**src/rtl/core/grbf_ram.sv**
```systemverilog
// Generic single-write, single-read synchronous RAM with registered read data.
module grbf_ram #(
  parameter int WIDTH = 32,
  parameter int DEPTH = 64,
  localparam int AW = (DEPTH > 1) ? $clog2(DEPTH) : 1
) (
  input  logic             clk,
  input  logic             we,
  input  logic [AW-1:0]    waddr,
  input  logic [WIDTH-1:0] wdata,
  input  logic [AW-1:0]    raddr,
  output logic [WIDTH-1:0] rdata
);

  logic [WIDTH-1:0] mem [DEPTH];

  always_ff @(posedge clk) begin
    if (we) begin
      mem[waddr] <= wdata;
    end
    rdata <= mem[raddr];
  end

endmodule

```
**config.mk**
```make
export PLATFORM = sky130hd
export DESIGN_NAME = grbf_ram
export DESIGN_NICKNAME = d
export VERILOG_FILES = /design/src/rtl/core/grbf_ram.sv
export SDC_FILE = /design/constraint.sdc
export NUM_CORES = 2
export LEC_CHECK = 0
export BUFFER_PORTS_ARGS = -buffer_cell sky130_fd_sc_hd__buf_4
export CORE_MARGIN = 5
export CORE_UTILIZATION = 50
export CTS_CLUSTER_SIZE = 8
export DETAILED_ROUTE_END_ITERATION = 8
export GPL_ROUTABILITY_DRIVEN = 0
export HOLD_SLACK_MARGIN = 0.02
export PLACE_DENSITY_LB_ADDON = 0.15
export SLEW_MARGIN = 20
export SYNTH_ARGS = -nofsm -noshare
export SYNTH_HDL_FRONTEND = slang
export SYNTH_SLANG_ARGS = --single-unit
```
**constraint.sdc**
```tcl
create_clock -name clk -period 3.5 [get_ports clk]
set_clock_uncertainty 0.05 [all_clocks]
set_input_delay 0.175 -clock clk [delete_from_list [all_inputs] [get_ports clk]]
set_output_delay 0.175 -clock clk [all_outputs]
set_load 0.02 [all_outputs]
```
======== After elaboration in Yosys (flattened, before gate mapping) ========
Memories as Yosys holds them, arrays and structs flattened. A register that Yosys moved wholly into a read port is not among the register bits.
Index checks and enable logic that the tools add are counted.
cells by class
  multiplexer cells ....................... 2
operators by type and width
  cell              count
  2-to-1 mux 1 bit  2
storage, ports and cells
  bits in registers ....................... 0
  memory bits (writable) .................. 2048
  bits of input ports ..................... 46
  output and inout bits ................... 32
  logic and storage cells ................. 3
  memories ................................ 1
memory list
  name  words  bits a word  rd ports  clocked after memory_dff  wr ports  line  source
  mem   64     32           1         1                         1         15    logic [WIDTH-1:0] mem [DEPTH];

======== Longest topological paths before layout ========
  word-level depth ........................ 2
  depth in mapped cells ................... 10
  depth with buffers taken out ............ 5

======== Least setup slack after synthesis ========
No wires, ideal clock.
  kind .................................... input -> register
  start point ............................. input waddr[3]
  end point ............................... memory mem[48][0] (enable)
  setup time .............................. 461 ps
  data arrival time ....................... 2874 ps
  data required time ...................... 2989 ps
  path slack .............................. 115 ps
  stages on the path ...................... 4
  path buffers ............................ 1
  cells stage by stage .................... clkbuf_1 nor2b_1 nand4b_1 nor3_1
RTL lines
  item                line  source
  start: declaration  9     input logic [AW-1:0] waddr,
  end: declaration    15
No word-level cell before the write port.

======== Final worst setup path ========
  start point ............................. input we
  end point ............................... memory mem[0][2] (enable)
between the ends
  longest elaborated chain between the ends .. 2
ends and longest elaborated chain
  item                                    line  source
  start: declaration                      8     input logic we,
  2-to-1 mux 1 bit                        18    if (we) begin
  2-to-1 mux 1 bit (implied by the code)  19    mem[waddr] <= wdata;
Every way passes these cells.

==> impl_results.md <==
* Status: finished, final reports clean
* Placed Cells at 5451
* Post-synth top area cell: edfxtp_1
* Area share of the leading cell type in the synthesized netlist at 78.3%
* FF+latch count, synth at 2080
* R2R depth at 4
* Placed wire-length estimate at 113000 um
* Syn_nets at 3370
* Synthesized area per cell at around 24 sq um
* Beginning of the worst hold path: raddr[5]
* DRT Wirelength at 204000 um
* Number of global-route vias before repair at 39390
* Worst hold-check path type: in -> reg
* Worst relative slew slack at between 30 and 40%
* Max_cap viols at 0
* GRT overflow at 0
* Drt first pass iters at 6
* WL/cell at about 34 um
* Synth warn at 0
* CTS Buf Count at 310
* GR peak layer: met2
* GRT Util Overall at 25.1%
* Pins over their slew limit at 0
* CTS tree: done
* PortBufs at 77
* # H-tree levels at 5
* Post-synth EDFFs at 2048
* Clock Path Buffers at 4
* Fraction of registers with async set/reset at 0%
* Minimum clock period at 2.38 ns
* Routed Antenna Nets at 0
* Die width at 406 um
* Leakage Power at 29.0 nW
* Cells along the critical path: dlygate4sd3_1 > buf_4 > nor2b_1 > nand2_1 > nor2_4 > buf_4
* CP endpoint kind: flip-flop
* Startpoint Class: input pin
* Number of DRC markers in iteration 0 at 4575
* Setup repair after global routing missed its margin: false
* Final hold violation count at 0
* # IOs at between 70 and 80
* PD cells at 613 nW/um^2
* Row count at around 150
* Fmax at around 420 MHz
* R2R setup slack at 1.17 ns
* Clk slew on worst S/H paths at 0.05 ns
* Routed vias at between 30000 and 40000
* Clock Sink Count at around 2100
* Hold EP: rdata[18]$_DFF_P_
* Worst skew pair latency at 0.89 ns
* R2R Path Start: mem[50][3]$_DFFE_PP_
* Number of distinct library cells after synthesis at 34
* Final setup vio count at 0
* Post-Layout Inst Area at 92100 sq um
* Post-DR vias/cell at 6.40
* Sequential-to-total area share from yosys stat at 79.1%
* Commonest cells post-synth: 2048 x edfxtp_1, 544 x mux4_2, 137 x nor2_1
* Critical path type: in -> reg
* Hold Crit Depth at 5
* Area contributors post-synth: edfxtp_1 78%, mux4_2 16%, mux2i_1 1.2%
* Main synth FF type: edfxtp_1
* CP Max Fanout at 16
* Wire length of the first global-routing pass at 290000 um
* Clk root buf: clkbuf_16
* Delay of the slowest critical-path stage at roughly 0.84 ns
* Setup_tns at 0 ns
* CP most frequent cell: buf_4
* Layout cells sized above 1 at 30.7%
* Initial antenna violation count at 10
* DR DRC count at 0
* Core area at 156000 sq um
* Crit share post-route at 68.0%
* Most numerous cell in the Yosys netlist: edfxtp_1
* Nets@finish at ~3800
* Min Hold Slack at 0.0861 ns
* Placed standard-cell area at 83200 sq um
* Largest net degree at the start of global routing at 65
* WP data required at 4.01 ns
* Starting density of the core at 50.3%
* Critical path's slowest cell: nor2_4
* Met3 Use GR at 4.85%
* Worst Path Arrival at 2.89 ns
* M1 GR Usage at 36.3%
* Total power at 56.4 mW
* Met2 global-route usage at 39.9%
* Die ar. at 165000 sq um
* Delay-heaviest family, CP: simple AND/OR/NAND/NOR gates
* Die height at 406 um
* Cell Area, Synth at 78500 sq um
* Area delta synth->final at 17.2%
* Slew @ Worst Pin at about 0.90 ns
* Post-Syn Instances at between 3000 and 4000
* Reg-to-Reg End: rdata[3]$_DFF_P_
* Post-Layout Cell Count at 5927
* Peak supply drop at between 0.0005 and 0.0006 V
* Buffers and inverters on the worst path at 3
## timing repair
| item | CTS | global route |
|---|---|---|
| buffers inserted | 0 | 0 |
| hold endpoints to repair | 2140 | 0 |
| gates resized for setup | 0 | 0 |
| hold buffers | 39 | 0 |
## worst register-to-register path: stages (launching register included)
cell      delay, ns
edfxtp_1       0.38
mux4_2         0.49
mux4_2         0.49
o22ai_1        0.63
nor2_1         0.13
## per-layer routing
metal	routed length (um)	part of all wire [%]
met1	82900	41
met2	99000	48
met5	41	0.020
met3	17200	8.4
met4	5210	2.6
## worst max path at each step
stage	startpoint	to	depth (start not counted)
floorplan	waddr[3]	mem[48][0]$_DFFE_PP_	4
global placement	raddr[0]	rdata[5]$_DFF_P_	7
detailed placement	raddr[0]	rdata[3]$_DFF_P_	7
CTS	mem[47][5]$_DFFE_PP_	rdata[5]$_DFF_P_	4
global route	we	mem[0][2]$_DFFE_PP_	6
finish	we	mem[0][2]$_DFFE_PP_	6
## where the power goes
part | leakage, nW | total, mW | internal (mW) | switching (mW)
Sequential | 18.7 | 27.8 | 27.6 | 0.118
Combinational | 6.28 | 2.66 | 1.04 | 1.62
Clock | 4.06 | 26.0 | 16.3 | 9.76
## layout by cell type, fill, tap and decap left out, types with 2 or more instances in the layout
| cell | n |
|---|---|
| edfxtp_1 | 2048 |
| mux4_2 | 544 |
| clkbuf_16 | 315 |
| buf_4 | 195 |
| clkbuf_1 | 111 |
| mux2i_1 | 93 |
| o22ai_1 | 84 |
| nor2_1 | 75 |
| a21oi_1 | 62 |
| nor2_4 | 62 |
| buf_12 | 53 |
| dlygate4sd3_1 | 39 |
| dfxtp_1 | 32 |
| o221ai_1 | 27 |
| nand2_1 | 26 |
| nor2b_1 | 15 |
| a22oi_1 | 12 |
| nand2b_1 | 8 |
| a311oi_1 | 8 |
| nand3b_1 | 5 |
| nor3_1 | 5 |
| nand3_1 | 5 |
| diode_2 | 4 |
| and3_1 | 4 |
| a41o_1 | 4 |
| o32ai_1 | 4 |
| or3b_2 | 3 |
| or3_1 | 3 |
| inv_6 | 3 |
| buf_8 | 3 |
| or2_1 | 2 |
| and2_1 | 2 |
| or3b_1 | 2 |
| nor3_2 | 2 |
| nand4_1 | 2 |
| clkinv_8 | 2 |
## logic make-up (layout without fill, tap and decap cells)
kind of cell / count (synthesis) / count (layout) / synth area share, %
flops: 2080 / 2080 / 79.1
mux: 637 / 637 / 16.8
simple gates: 223 / 223 / 1.27
compound gates: 202 / 202 / 1.67
buf+inv: 182 / 723 / 1.13
other cells: 0 / 4 / 0
## state kept, by name (all words and copies together), names as in the netlist
register,cells
rdata,32
mem,2048
## area by class of cell
| class | instances | area, sq um |
|---|---|---|
| well taps | 2058 | 2570 |
| repair buffers | 290 | 2960 |
| diodes | 4 | 10.0 |
| flip-flops and latches | 2080 | 62100 |
| clock inverters | 6 | 88.8 |
| fillers | 10818 | 64200 |
| clock buffers | 427 | 8310 |
| multi-input cells | 1062 | 16000 |
## per-stage QoR
step	utilization [%]	worst slack, ns
floorplan	-	0.115
global placement	53.3	0.290
detailed placement	53.3	0.310
CTS	58.9	1.08
global route	58.9	1.07
finish	58.9	1.12
Note: power is estimated with default switching activity, not from simulation.
